$ cat config.mk
export PLATFORM = sky130hd
export DESIGN_NAME = lsc_cell
export DESIGN_NICKNAME = d
export VERILOG_FILES = /design/src/rtl/lsc_pkg.sv /design/src/rtl/lsc_cell.sv
export SDC_FILE = /design/constraint.sdc
export NUM_CORES = 1
export LEC_CHECK = 0
export ABC_AREA = 1
export ABC_CLOCK_PERIOD_IN_PS = 3500
export BUFFER_PORTS_ARGS = -buffer_cell sky130_fd_sc_hd__buf_2
export CAP_MARGIN = 15
export CORE_ASPECT_RATIO = 0.7
export CORE_UTILIZATION = 30
export CTS_BUF_LIST = sky130_fd_sc_hd__clkbuf_4
export DETAILED_ROUTE_END_ITERATION = 10
export SLEW_MARGIN = 20
export SYNTH_ARGS = -nofsm -noshare
export SYNTH_HDL_FRONTEND = slang
export SYNTH_SLANG_ARGS = --single-unit
$ cat constraint.sdc
create_clock -name clk_i -period 3.5 [get_ports clk_i]
set_clock_uncertainty 0.05 [all_clocks]
set_input_delay 0.525 -clock clk_i [delete_from_list [all_inputs] [get_ports clk_i]]
set_output_delay 0.525 -clock clk_i [all_outputs]
set_load 0.1 [all_outputs]
$ cat src/rtl/lsc_pkg.sv
// Shared types and constants of the latency statistics collector.
package lsc_pkg;

  localparam int unsigned SampleW  = 32;
  localparam int unsigned SumW     = 64;
  localparam int unsigned MeanW    = 36;
  localparam int unsigned MedianW  = 33;
  localparam int unsigned StoredW  = 11;
  localparam int unsigned MeanFrac = 4;

  // floor(n / 100) as (n * Q100Recip) >> Q100Shift, exact for n below 2^17
  localparam int unsigned Q100RecipW = 18;
  localparam logic [Q100RecipW-1:0] Q100Recip = 18'd167773;
  localparam int unsigned Q100Shift = 24;

  typedef enum logic {
    CMD_ADD   = 1'b0,
    CMD_CLEAR = 1'b1
  } cmd_e;

  typedef logic [SampleW-1:0] sample_t;

endpackage

$ cat src/rtl/lsc_cell.sv
// One entry of the sorted store: compare, shift from the left neighbour, read select.
module lsc_cell #(
  parameter int unsigned Idx = 0,
  parameter int unsigned CW  = 11,
  parameter int unsigned AW  = 10
) (
  input  logic                   clk_i,
  input  logic                   insert_i,
  input  logic [CW-1:0]          fill_i,
  input  lsc_pkg::sample_t       sample_i,
  input  logic                   left_gt_i,
  input  lsc_pkg::sample_t       left_val_i,
  input  logic [AW-1:0]          rd_addr_i,
  output logic                   gt_o,
  output lsc_pkg::sample_t       val_o,
  output lsc_pkg::sample_t       rd_o
);
  import lsc_pkg::*;

  sample_t val_q;
  logic    occupied;
  logic    at_tail;

  assign occupied = CW'(Idx) < fill_i;
  assign at_tail  = CW'(Idx) == fill_i;
  assign gt_o     = occupied && (val_q > sample_i);
  assign val_o    = val_q;
  assign rd_o     = (rd_addr_i == AW'(Idx)) ? val_q : '0;

  always_ff @(posedge clk_i) begin
    if (insert_i && (gt_o || at_tail)) begin
      val_q <= left_gt_i ? left_val_i : sample_i;
    end
  end

endmodule

==> impl_metrics.toml <==
[run_status]
outcome = "finished clean"

[synth]
ys_seq_area_share_pct = 37.6
netlist_instances = 320
syn_area_per_cell_sq_um = 8.00
ys_seq_elements = 32
synth_nets = 440
ys_warn_count = 0
synth_cell_types = 24
netlist_area_sq_mm = 0.00256

[setup_path]
setup.worst_path.end = "gt_o"
worstPathArrival_ps = 2260
cp-end-kind = "primary output"
start_kind = "flop"
critPathKind = "reg -> out"
r2r_slack_ps = 1000
crit_fanout = 3
rr_startpoint = "val_o[23]"
r2r_cells = 10
cp.required_ps = 2920
crit_start = "val_o[23]"
r2r_end = "val_o[5]"

[final_layout]
regArea_sq_um = 961
multiInputGateArea_sq_mm = 0.00128
final.fill_count = 871
synthToLayoutAreaGrowth_pct = 36.6
largest_reg_flops = 32
num_antenna_cells = 0
nets = 593
drive_gt1_share_pct = 41.6

[detailed_routing]
drc = 0
wl_per_cell_microns = 11.2
drt_iter0_drc = 55
dr_total_vias = 2442
vias_per_cell = 4.25
routed_wl_mm = 6.41
detail-route-antenna-nets = 0
firstDrtPassIters = 4

[global_routing]
gr-total-overflow = 0
grt_pass1_vias = 2256
globalRouteTotalUtil_pct = 14.8
grt_max_degree = 33
grt_pass1_wl_mm = 10.4
antenna_found_initial = 0

[sta]
rsz0062_at_grt = "no"
whs_ps = 422
period_share_pct = 81.1
fin_ws_ps = 660
slew_viol_final = 0
timing.final.crit_period_ps = 2840
tightestPinTransition_ps = 555
setup-violations-final = 0
setup_tns_ps = 0
fmax_mhz = 352
slew_headroom_pct = 63.0
hold_viol_final = 0

[power]
ir_drop_v = 0.000113
intPower_uw = 640
clkPwrFrac_pct = 18.0
switching_share_pct = 41.8
combinationalPowerShare_pct = 38.6
seqPwrFrac_pct = 43.4
p_switching_uw = 460
finalPower_mw = 1.10
p_per_area_mw_per_mm2 = 315
p_leak_nw = 1.96

[clocking]
cts_hold_buf = 0
clk_path_buf_depth = 2
cts_num_sinks = 32
post_cts_resized = 0
cts_buffers = 5
clk_latency_ps = 320
cts_setup_buffers = 0
path_clk_slew_ps = 110
cts_tree = "yes"
htree_num_levels = 2
root_buffer = "clkbuf_4"

[die]
coreArea_sq_mm = 0.00807
die_h_microns = 79.3
die_area_sq_mm = 0.00891
ios = 153
fp.dieW_microns = 112
initial_core_util_pct = 31.7
rows = 27

[place]
port_buffers = 152
dp_slack_ps = 721
hpwl_mm = 5.24
gp_congestion = 0.726

[flow_run]
cap_violations = 0

[hold_path]
hold_depth = 3
hold_path_class = "in -> reg"
[stage by stage]
step	util, %	instance area, sq um	cells
finish	43.3	3490	574
global route	43.3	3490	574
CTS	43.3	3490	574
detailed placement	42.7	3450	567
global placement	42.7	3450	567
floorplan	-	2560	320
[layout make-up]
cell class | instances | share of cell area (%)
timing repair buffer | 156 | 23.4
clock inverter | 2 | 0.215
multi-input combinational | 207 | 36.6
clock buffer | 5 | 1.07
inverter | 71 | 7.63
sequential | 32 | 27.5
tap | 101 | 3.62
[layer usage]
layer / GRT usage, % / routed length [microns] / share of wire (%)
met1: 19.8 / 3150 / 49
met2: 24.5 / 2840 / 44
met3: 3.36 / 381 / 5.9
met4: 3.33 / 40 / 0.62
met5: 0 / 0 / 0
[cells by family after synthesis]
| kind of cell | after synthesis | share of synthesized area, % |
|---|---|---|
| fa+ha+maj | 32 | 15.6 |
| flops | 32 | 37.6 |
| simple gates | 125 | 23.6 |
| buf+inv | 81 | 12.8 |
| mux | 1 | 0.440 |
| compound gates | 49 | 9.93 |
[synth_stat cells]
| cell | number | area [sq um] |
|---|---|---|
| buf_6 | 3 | 33.8 |
| nor3_1 | 1 | 5.00 |
| nor2_1 | 14 | 52.6 |
| nor2_4 | 2 | 22.5 |
| nor3_2 | 1 | 10.0 |
| and3_1 | 1 | 6.26 |
| edfxtp_1 | 32 | 961 |
| nor4_2 | 2 | 25.0 |
| o21a_1 | 1 | 7.51 |
| nor4_1 | 2 | 12.5 |
| a21o_1 | 1 | 7.51 |
| nand2_1 | 67 | 251 |
| nand3_2 | 1 | 10.0 |
| clkbuf_1 | 6 | 22.5 |
| a21oi_2 | 1 | 8.76 |
| nor2_2 | 28 | 175 |
| nand4_1 | 3 | 18.8 |
| ha_1 | 32 | 400 |
| a21oi_1 | 13 | 65.1 |
| mux2_2 | 1 | 11.3 |
| buf_2 | 1 | 5.00 |
| o21ai_0 | 33 | 165 |
| nand3_1 | 3 | 15.0 |
| inv_1 | 71 | 267 |
[cells in the final DEF, fill, tap and decap left out]
cell      count
a21o_1        1
nor4_1        2
ha_1         32
clkbuf_4      5
inv_1        71
nor4_2        2
nand3_2       1
a21oi_4       1
buf_4         3
nor3_1        1
buf_12        2
o21ai_0      33
nand2_1      67
nor3_2        1
buf_2       151
nand3_1       3
mux2_2        1
and3_1        1
nand4_1       3
nor2_1       14
nor2_4        2
nor2_2       28
clkinv_1      2
a21oi_1      13
edfxtp_1     32
o21a_1        1
[critical path, stage by stage, from the launching register on]
cell	delay, ps
edfxtp_1	430
ha_1	310
nand2_1	70
nor2_1	130
nand4_1	120
nor2_1	180
nand2_1	70
nand2_1	70
and3_1	150
buf_2	420
[how the worst min path moves through the flow]
stage	from	slack, ps	endpoint
2_1_floorplan	left_val_i[30]	660	val_o[30]
3_3_place_gp	left_val_i[4]	750	val_o[4]
3_5_place_dp	left_val_i[27]	760	val_o[27]
4_1_cts	left_val_i[27]	400	val_o[27]
5_1_grt	left_val_i[27]	400	val_o[27]
6_report	left_val_i[27]	420	val_o[27]
[power by group through the flow]
stage	combinational [mW]	clock [mW]	sequential (mW)
floorplan	0.143	0	0.657
global placement	0.425	0	0.485
detailed placement	0.428	0	0.487
CTS	0.429	0.211	0.478
global route	0.466	0.226	0.481
finish	0.425	0.198	0.477
No activity file was read; power rests on OpenSTA's default activity.
