`src/rtl/lsc_pkg.sv`:
```
// Shared types and constants of the latency statistics collector.
package lsc_pkg;

  localparam int unsigned SampleW  = 32;
  localparam int unsigned SumW     = 64;
  localparam int unsigned MeanW    = 36;
  localparam int unsigned MedianW  = 33;
  localparam int unsigned StoredW  = 11;
  localparam int unsigned MeanFrac = 4;

  // floor(n / 100) as (n * Q100Recip) >> Q100Shift, exact for n below 2^17
  localparam int unsigned Q100RecipW = 18;
  localparam logic [Q100RecipW-1:0] Q100Recip = 18'd167773;
  localparam int unsigned Q100Shift = 24;

  typedef enum logic {
    CMD_ADD   = 1'b0,
    CMD_CLEAR = 1'b1
  } cmd_e;

  typedef logic [SampleW-1:0] sample_t;

endpackage

```
`src/rtl/lsc_divider.sv`:
```
// Iterative divider for the Q.4 mean, one quotient bit per cycle, saturating.
module lsc_divider (
  input  logic                      clk_i,
  input  logic                      rst_ni,
  input  logic                      start_i,
  input  logic [lsc_pkg::SumW-1:0]  sum_i,
  input  logic [31:0]               count_i,
  output logic                      done_o,
  output logic [lsc_pkg::MeanW-1:0] mean_o
);
  import lsc_pkg::*;

  localparam int unsigned StepW = $clog2(MeanW + 1);

  logic             busy_q, busy_d;
  logic             done_q, done_d;
  logic [StepW-1:0] step_q, step_d;
  logic [32:0]      rem_q, rem_d;
  logic [MeanW-1:0] bits_q, bits_d;
  logic [31:0]      div_q, div_d;
  logic [32:0]      trial;
  logic [32:0]      diff;

  assign trial  = {rem_q[31:0], bits_q[MeanW-1]};
  assign diff   = trial - {1'b0, div_q};
  assign done_o = done_q;
  assign mean_o = bits_q;

  always_comb begin
    busy_d = busy_q;
    done_d = done_q;
    step_d = step_q;
    rem_d  = rem_q;
    bits_d = bits_q;
    div_d  = div_q;
    if (start_i) begin
      div_d  = count_i;
      step_d = StepW'(MeanW);
      if (count_i == '0) begin
        bits_d = '0;
        busy_d = 1'b0;
        done_d = 1'b1;
      end else if (sum_i[SumW-1:32] >= count_i) begin
        bits_d = '1;
        busy_d = 1'b0;
        done_d = 1'b1;
      end else begin
        rem_d  = {1'b0, sum_i[SumW-1:32]};
        bits_d = {sum_i[31:0], {MeanFrac{1'b0}}};
        busy_d = 1'b1;
        done_d = 1'b0;
      end
    end else if (busy_q) begin
      if (!diff[32]) begin
        rem_d = diff;
      end else begin
        rem_d = trial;
      end
      bits_d = {bits_q[MeanW-2:0], ~diff[32]};
      step_d = step_q - 1'b1;
      if (step_q == StepW'(1)) begin
        busy_d = 1'b0;
        done_d = 1'b1;
      end
    end
  end

  always_ff @(posedge clk_i or negedge rst_ni) begin
    if (!rst_ni) begin
      busy_q <= 1'b0;
      done_q <= 1'b0;
      step_q <= '0;
    end else begin
      busy_q <= busy_d;
      done_q <= done_d;
      step_q <= step_d;
    end
  end

  always_ff @(posedge clk_i) begin
    rem_q  <= rem_d;
    bits_q <= bits_d;
    div_q  <= div_d;
  end

endmodule

```
`config.mk`:
```
export PLATFORM = sky130hd
export DESIGN_NAME = lsc_divider
export DESIGN_NICKNAME = d
export VERILOG_FILES = /design/src/rtl/lsc_pkg.sv /design/src/rtl/lsc_divider.sv
export SDC_FILE = /design/constraint.sdc
export NUM_CORES = 1
export LEC_CHECK = 0
export BUFFER_PORTS_ARGS = -buffer_cell sky130_fd_sc_hd__buf_2
export CAP_MARGIN = 20
export CORE_AREA = 2 2 120 210
export DETAILED_ROUTE_END_ITERATION = 10
export DIE_AREA = 0 0 122 212
export GPL_TIMING_DRIVEN = 0
export PLACE_DENSITY = 0.6
export SYNTH_ARGS = -nofsm -noshare
export SYNTH_HDL_FRONTEND = slang
export SYNTH_SLANG_ARGS = --single-unit
export TNS_END_PERCENT = 50
```
`constraint.sdc`:
```
create_clock -name clk_i -period 4 [get_ports clk_i]
set_input_delay 0 -clock clk_i [delete_from_list [all_inputs] [get_ports clk_i]]
set_output_delay 0 -clock clk_i [all_outputs]
set_load 0.02 [all_outputs]
```
==> metrics.csv, run 1 <==
metric,value,unit
synth-edff-count,100,
place_area,0.00824,sq mm
fin_util,39.1,%
powerDensity,448,mW/mm^2
synth_top_area_share,42.0,%
worst-path-max-fanout,10,
fin_total_pwr,4.25,mW
final.setup.tns,0,ps
dp_hpwl,16600,um
r2r_setup_slack,410,ps
maxSlewViolCount,0,
synth_top_family_by_area,compound AO/OA/AOI/OAI gates,
avgSynthCellArea,10.2,sq um
die-area,0.0259,sq mm
critical_path_class,reg2reg,
cts-htree-levels,3,
drc_errors,0,
rows,76,
end_kind,flop,
cts.clk_slew.worst_paths,90,ps
io_pins,136,
hold_viol,0,
synth-seq-area-share,44.8,%
clock-sinks,108,
antennaDiodeCount,0,
post-route-min-period,3590,ps
fill_cells,2363,
slew_headroom,35.7,%
synth_compound_area_share,19.1,%
synth_seq_cells,108,
required,4080,ps
max_freq,279,MHz
dp_slack,486,ps
syn_inst,700,
drt_iter0_drc,296,
layout_worst_path_cycle_share,89.7,%
postRouteWirelength,22300,um
rsz0062_at_grt,false,
ys_top_cells_by_area,"edfxtp_1 42%, ha_1 12%, a221o_1 4.6%",
synth.most_common_cell,edfxtp_1,
yosys.area.top_type,edfxtp_1,
status,finished clean,
setup_slack,411,ps
clockBufferDepth,2,
netlist_area,0.00714,sq mm
overflow,0,
async_flop_share,7.41,%
wl_per_cell,17.8,um
arrival,3670,ps
cts_buffers,9,
cts_tree,yes,
final_area,0.00949,sq mm
setup_violations,0,
synthMuxAreaShare,3.08,%
vias_per_cell,5.08,
place_congestion,0.869,
synthFlopType,edfxtp_1,
grt_pass1_vias,6692,
nets,1107,
track_usage,17.6,%
area_growth,32.8,%
synth_xor_xnor_area_share,3.80,%
die_h,212,um
root_buffer,clkbuf_16,
synth-simple-area-share,11.5,%
grt_pass1_wl,34900,um
grt_max_degree,37,
p_leak,4.22,nW
start_util,29.5,%
final_layout_size_suffix_gt1_share,17.2,%
portBuffers,135,
die_w,122,um
clock_skew,15.0,ps
ant_nets,0,
via_count,6393,
ys_top_cells_by_count,"100 x edfxtp_1, 76 x inv_1, 66 x ha_1",
seq_area,0.00320,sq mm
core_area,0.0242,sq mm
vdd_drop_max,0.254,mV
start_kind,flop,
multi_input_area,0.00354,sq mm
synth_fp_nets,866,
synth_fa_ha_area_share,11.8,%
antenna_found_initial,0,
drtPass1Iterations,5,
max-cap-violations,0,
ys_warn_count,0,
clk_latency,370,ps
hold_path_class,in2reg,
cts_setup_buffers,0,
synth_cell_types,52,
tightest_slew,965,ps
==> report_power, final <==
| part | leakage [nW] | internal (mW) | switching, mW | total [mW] |
|---|---|---|---|---|
| Clock | 0.145 | 0.445 | 0.474 | 0.920 |
| Combinational | 2.99 | 0.756 | 1.01 | 1.76 |
| Sequential | 1.08 | 1.47 | 0.0964 | 1.56 |
==> final timing paths <==
kind,cells past startpoint,end,startpoint
worst max-delay path,14,rem_q[16]$_DFFE_PP_,mean_o[35]$_DFFE_PP_
worst min-delay path,3,rem_q[14]$_DFFE_PP_,sum_i[46]
worst max register to register,14,rem_q[16]$_DFFE_PP_,mean_o[35]$_DFFE_PP_
worst min register to register,2,done_o$_DFFE_PN0P_,done_o$_DFFE_PN0P_
max in group asynchronous,2,step_q[4]$_DFFE_PN0P_,rst_ni
min in group asynchronous,2,done_o$_DFFE_PN0P_,rst_ni
==> metal layers <==
metal | global-route usage [%] | wire length (um) | share of wire [%]
met5 | 0 | 0 | 0
met4 | 8.52 | 866 | 3.9
met3 | 2.52 | 813 | 3.6
met2 | 34.5 | 12600 | 56
met1 | 17.7 | 8100 | 36
==> critical path, cell delays in order (launching register included) <==
cell and delay, ps:
edfxtp_1 400, inv_1 70, ha_1 160, inv_1 60, fa_1 430, a211oi_1 240, o21ai_1 200, o211a_1 350
o211ai_1 230, a21boi_0 160, nor3_2 180, buf_4 240, buf_6 210, mux2i_1 270, o21ai_1 80
==> cell families after synthesis <==
logic type / count (synthesis)
AO/OA/AOI/OAI: 203
XOR/XNOR: 31
adder cells (fa/ha/maj): 67
buffers and inverters: 106
flip-flops: 108
multiplexers: 22
AND/OR/NAND/NOR: 163
==> area by class of cell <==
| class | count | area share (%) |
|---|---|---|
| Inverter | 77 | 3.05 |
| Timing Repair Buffer | 230 | 17.2 |
| Clock buffer | 9 | 2.37 |
| Multi-Input combinational cell | 486 | 37.3 |
| Clock inverter | 7 | 0.844 |
| Buffer | 29 | 1.37 |
| Sequential cell | 108 | 33.8 |
| Tap cell | 312 | 4.11 |
==> flip-flops by register name (all words and copies together), names as in the netlist <==
register,count
busy_q,1
div_q,32
done_o,1
mean_o,36
rem_q,32
step_q,6
==> cells in the final DEF (no fill, tap or decap), types with 18 or more instances in the layout <==
cell / instances
buf_2: 137
edfxtp_1: 100
dlygate4sd3_1: 93
inv_1: 76
ha_1: 66
a21oi_1: 54
nand2_1: 48
o21ai_0: 37
a221o_1: 33
a21o_1: 32
nor2_1: 31
clkbuf_1: 22
mux2i_1: 22
xnor2_1: 18
==> per-stage QoR <==
step                std cells  hold WS (ps)
floorplan                 700          -296
finish                   1258          3.76
global route             1258          16.0
CTS                      1257          1.35
detailed placement       1148          -146
global placement         1147          -146
==> timing repair <==
action	in CTS	in global routing
hold endpoints to repair	100	0
hold buffers	93	0
gates resized for setup	0	0
Note: power is estimated with default switching activity, not from simulation.
==> run 2, diff against run 1 <==
- CORE_AREA: 2 2 120 210 -> 2 2 112 195
- CTS_CLUSTER_DIAMETER: default -> 30
- DIE_AREA: 0 0 122 212 -> 0 0 114 197
- PLACE_DENSITY: 0.6 -> 0.66
- SLEW_MARGIN: default -> 20
==> run 2 against run 1 <==
Compared with the run above:
- clock skew barely moved
- global-route usage rose by 2.4 points
- via count rose by 0.80%
- register-to-register slack improved by 120 ps
- worst setup slack improved by 120 ps
- utilization rose by 6.4 points
- cell area barely moved
- largest power group unchanged
- maximum frequency rose by 3.4%
- highest routed layer unchanged
- hold slack improved by 26 ps
- largest cell class unchanged
==> metrics.csv, run 2 (synthesized netlist as in run 1, its figures left out) <==
metric,value,unit,change
status,finished clean,,
core_area,0.0208,sq mm,-14%
die_h,197,um,-7.1%
hold_start,sum_i[47],,
clk_latency,370,ps,about the same
cts-htree-levels,3,,unchanged
cts.clk_slew.worst_paths,80,ps,about the same
start_kind,flop,,
ff2ff_path_depth,13,,-1
ant_nets,0,,unchanged
hold_viol,0,,unchanged
io_pins,136,,unchanged
tightest_slew,1110,ps,+149 ps
crit_path_frequent_cell,inv_1,,
rows,70,,-7.9%
clock-sinks,108,,unchanged
p_leak,4.26,nW,+1.0%
slew_headroom,25.2,%,-10 points
antennaDiodeCount,0,,unchanged
cts_resized,0,,unchanged
grt_max_degree,36,,-2.7%
clock_skew,15.2,ps,+0.270 ps
drc_errors,0,,unchanged
grt_pass1_wl,34700,um,-0.48%
end_kind,flop,,
final_layout_size_suffix_gt1_share,17.2,%,-0.054 points
clockBufferDepth,2,,unchanged
layout.cells.most_common_list,"137 x buf_2, 100 x edfxtp_1, 96 x dlygate4sd3_1, 76 x inv_1, 66 x ha_1",,
cts_tree,yes,,
final.setup.tns,0,ps,unchanged
powerDensity,458,mW/mm^2,+2.3%
rsz0062_at_grt,false,,
cts_buffers,9,,unchanged
maxSlewViolCount,0,,unchanged
path_cells,"inv_1, ha_1, inv_1, fa_1, a211oi_1, o21ai_1, o211a_1, o21bai_1, nand3_1, nor3b_1, nor4_1, xor2_1, o221ai_1",,
use_met2,39.1,%,+4.5 points
r2r-end,rem_q[26]$_DFFE_PP_,,
dp_cells,1089,,-5.1%
overflow,0,,unchanged
place_congestion,0.885,,+1.8%
antenna_found_initial,0,,unchanged
largest_reg_flops,36,,unchanged
hold_slack,29.8,ps,+26.1 ps
setup_violations,0,,unchanged
wl_per_cell,18.4,um,+3.4%
mostFrequentLayoutCell,buf_2,,
via_count,6444,,+0.80%
max-cap-violations,0,,unchanged
cp-startpoint,mean_o[35]$_DFFE_PP_,,
root_buffer,clkbuf_16,,
arrival,3560,ps,-110 ps
critical_path.max_stage_delay,420,ps,about the same
critical_path_class,reg2reg,,
max_freq,288,MHz,+3.4%
die_w,114,um,-6.6%
r2r_start,mean_o[35]$_DFFE_PP_,,
vdd_drop_max,0.258,mV,+1.5%
portBuffers,135,,unchanged
start_util,34.3,%,+4.8 points
track_usage,20.1,%,+2.4 points
area_growth,32.9,%,about the same
worst-path-max-fanout,6,,-4
grtUsageMet3,3.20,%,+0.68 points
die-area,0.0225,sq mm,-13%
nets,1110,,+0.27%
vias_per_cell,5.37,,+5.6%
gr-usage-met1,20.1,%,+2.4 points
stdcell_count,1201,,-4.5%
grt_pass1_vias,6802,,+1.6%
slowest_stage,fa_1,,
dp_hpwl,16100,um,-2.7%
critPathTopFamily,compound AO/OA/AOI/OAI gates,,
required,4090,ps,about the same
postRouteWirelength,22100,um,-1.3%
drtPass1Iterations,5,,unchanged
grt_busiest_layer,met2,,
fill_cells,1936,,-18%
hold_path_class,in2reg,,
drt_iter0_drc,359,,+21%
r2r_setup_slack,530,ps,+120 ps
holdPathEnd,rem_q[15]$_DFFE_PP_,,
layout_worst_path_cycle_share,86.7,%,-3.0 points
hold-path-cell-count,3,,unchanged
crit_buf_inv,2,,-2
post-route-min-period,3470,ps,-119 ps
-- run 2: worst min-delay path: stages --
cell and delay (ps):
buf_2 130, nand2_1 60, o21ai_1 80
-- run 2: cell type report --
| type | instances | area [sq um] | area share [%] |
|---|---|---|---|
| clock buffers | 9 | 225 | 2.37 |
| well taps | 252 | 315 | 3.32 |
| clock inverters | 7 | 113 | 1.19 |
| inverters | 77 | 289 | 3.04 |
| flip-flops and latches | 108 | 3200 | 33.7 |
| plain buffers | 29 | 130 | 1.37 |
| multi-input cells | 486 | 3540 | 37.2 |
| repair buffers | 233 | 1680 | 17.7 |
-- run 2: worst max-delay path by stage --
stage,endpoint,slack (ps),depth (start not counted)
CTS,rem_q[19]$_DFFE_PP_,560,14
floorplan,rem_q[0]$_DFFE_PP_,630,3
global placement,rem_q[12]$_DFFE_PP_,-1590,4
detailed placement,rem_q[20]$_DFFE_PP_,590,14
finish,rem_q[26]$_DFFE_PP_,530,13
global route,rem_q[26]$_DFFE_PP_,230,13
-- run 2: per-stage QoR --
| step | cell area, sq um | util, % | total power [mW] | setup WS (ps) |
|---|---|---|---|---|
| 2_1_floorplan | 7140 | - | 2.78 | 627 |
| 3_3_place_gp | 8140 | 39.0 | 3.23 | -1590 |
| 3_5_place_dp | 8200 | 39.3 | 3.26 | 592 |
| 4_1_cts | 9500 | 45.6 | 4.37 | 559 |
| 5_1_grt | 9500 | 45.6 | 4.62 | 230 |
| 6_report | 9500 | 45.6 | 4.35 | 530 |
-- run 2: per-layer routing --
metal / up-vias / part of all wire, %
li1: 3097 / -
met1: 3093 / 36
met2: 198 / 56
met3: 56 / 3.8
met4: 0 / 4.2
met5: - / 0
-- run 2: what timing repair did --
action / in CTS / in global routing
setup buffers: 0 / 0
hold buffers: 96 / 0
hold endpoints to repair: 101 / 0
-- run 2: power breakdown --
part / internal [mW] / leakage (nW) / switching, mW
Sequential: 1.47 / 1.08 / 0.0965
Clock: 0.565 / 0.167 / 0.453
Combinational: 0.764 / 3.01 / 1.01
==> run 3, diff against run 2 <==
- CTS_CLUSTER_DIAMETER: 30 -> 100
- REMOVE_ABC_BUFFERS: default -> 1
==> run 3 against run 2 <==
Compared with the run above:
- final cell count is 1.9% lower
- sequential cell count stayed put
- clock skew is 2.1 ps lower
- largest power group unchanged
- utilization is 0.12 points lower
- non-clock buffer count is 23 lower
- power is 0.69% lower
- maximum frequency is 2.8% lower
- clock power is 5% lower
- first-iteration DRC count is 21% lower
- critical endpoint is now rem_q[22]$_DFFE_PP_
==> metrics.csv, run 3 (synthesized netlist as in run 1, its figures left out) <==
metric,value,unit,change
status,finished clean,,
largest_reg_flops,36,,unchanged
max-cap-violations,0,,unchanged
dp_cells,1068,,-1.9%
clock-sinks,108,,unchanged
cts-htree-levels,3,,unchanged
post-route-min-period,3570,ps,+101 ps
slowest_stage,nor4_1,,
r2r_setup_slack,430,ps,-100 ps
r2r_start,mean_o[35]$_DFFE_PP_,,
area_growth,32.6,%,
rows,70,,unchanged
multi_input_area,0.00355,sq mm,+0.53%
clk_latency,370,ps,about the same
core_area,0.0208,sq mm,unchanged
stdcell_count,1178,,-1.9%
crit_path_frequent_cell,inv_1,,
cts_buffers,9,,unchanged
setup_violations,0,,unchanged
drc_errors,0,,unchanged
ff2ff_path_depth,12,,-1
postRouteWirelength,20000,um,-9.2%
wl_per_cell,17.0,um,-7.4%
clockBufferDepth,2,,unchanged
max_freq,280,MHz,-2.8%
critPathTopFamily,compound AO/OA/AOI/OAI gates,,
required,4190,ps,+100 ps
drt_iter0_drc,282,,-21%
antennaDiodeCount,0,,unchanged
cts.clk_slew.worst_paths,80,ps,about the same
mostFrequentLayoutCell,buf_2,,
fin_util,45.4,%,-0.12 points
tightest_slew,789,ps,-326 ps
layout_worst_path_cycle_share,89.3,%,+2.5 points
overflow,0,,unchanged
final_layout_size_suffix_gt1_share,18.5,%,+1.3 points
end_kind,flop,,
antenna_found_initial,0,,unchanged
grt_pass1_wl,31800,um,-8.5%
critical_path_class,reg2reg,,
powerDensity,456,mW/mm^2,-0.43%
hold_viol,0,,unchanged
cts_resized,0,,unchanged
grt_pass1_vias,6519,,-4.2%
rsz0062_at_grt,false,,
p_leak,4.26,nW,about the same
portBuffers,135,,unchanged
slew_headroom,47.3,%,+22 points
start_util,34.3,%,unchanged
die_w,114,um,unchanged
io_pins,136,,unchanged
nets,1087,,-2.1%
grt_max_degree,62,,+72%
critical_path.max_stage_delay,510,ps,+90 ps
layout.cells.most_common_list,"134 x buf_2, 100 x edfxtp_1, 92 x dlygate4sd3_1, 76 x inv_1, 66 x ha_1",,
track_usage,18.0,%,-2.1 points
fill_cells,1951,,+0.77%
ant_nets,0,,unchanged
start_kind,flop,,
hold_path_class,in2async,,
vias_per_cell,5.33,,-0.59%
via_count,6283,,-2.5%
dp_hpwl,15100,um,-6.4%
clock_skew,13.1,ps,-2.09 ps
r2r-end,rem_q[22]$_DFFE_PP_,,
die-area,0.0225,sq mm,unchanged
path_cells,"inv_1, ha_1, inv_1, fa_1, a211oi_1, o21ai_1, o211a_1, o211ai_1, a21boi_0, nor4_1, inv_1, o21ai_0",,
maxSlewViolCount,0,,unchanged
vdd_drop_max,0.234,mV,-9.5%
seq_area,0.00320,sq mm,unchanged
die_h,197,um,unchanged
place_congestion,0.865,,-2.2%
cts_tree,yes,,
arrival,3760,ps,+200 ps
drtPass1Iterations,5,,unchanged
root_buffer,clkbuf_16,,
worst-path-max-fanout,7,,+1
crit_buf_inv,3,,+1
[run 3: area by class of cell]
cell class | count | area share, %
timing repair buffer | 239 | 18.8
sequential | 108 | 33.8
clock buffer | 9 | 2.38
tap | 252 | 3.33
inverter | 77 | 3.07
multi-input combinational | 486 | 37.5
clock inverter | 7 | 1.06
[run 3: timing repair]
item                                    CTS  global route
endpoints found under the setup margin    0            17
hold buffers                             92             0
hold endpoints to repair                 99             0
setup buffers                             0             2
[run 3: metrics by stage]
step | setup TNS (ps) | worst slack, ps | cell area (sq um) | hold WS (ps) | power [mW]
detailed placement | 0 | 153 | 8200 | -138 | 3.26
global placement | -345290 | -4150 | 8010 | -144 | 3.18
CTS | 0 | 127 | 9440 | 0.265 | 4.31
finish | 0 | 429 | 9470 | 0.190 | 4.32
global route | 0 | 99.2 | 9470 | 15.0 | 4.57
floorplan | -13280 | -505 | 7010 | -296 | 2.74
[run 3: report_power, final]
part	internal [mW]	total, mW	leakage [nW]	switching, mW
clock network	0.508	0.971	0.158	0.463
logic	0.806	1.78	3.02	0.976
registers	1.47	1.57	1.08	0.100
[run 3: worst max path at each step]
stage,from,endpoint,depth (start not counted)
floorplan,mean_o[35]$_DFFE_PP_,rem_q[18]$_DFFE_PP_,13
global placement,start_i,rem_q[19]$_DFFE_PP_,5
detailed placement,mean_o[35]$_DFFE_PP_,rem_q[1]$_DFFE_PP_,14
finish,mean_o[35]$_DFFE_PP_,rem_q[22]$_DFFE_PP_,12
CTS,mean_o[35]$_DFFE_PP_,rem_q[1]$_DFFE_PP_,14
global route,mean_o[35]$_DFFE_PP_,rem_q[22]$_DFFE_PP_,12
[run 3: per-layer routing]
metal	wire (um)	GRT usage [%]
met4	676	7.95
met1	7230	17.8
met2	11200	35.7
met3	876	2.92
met5	0	0
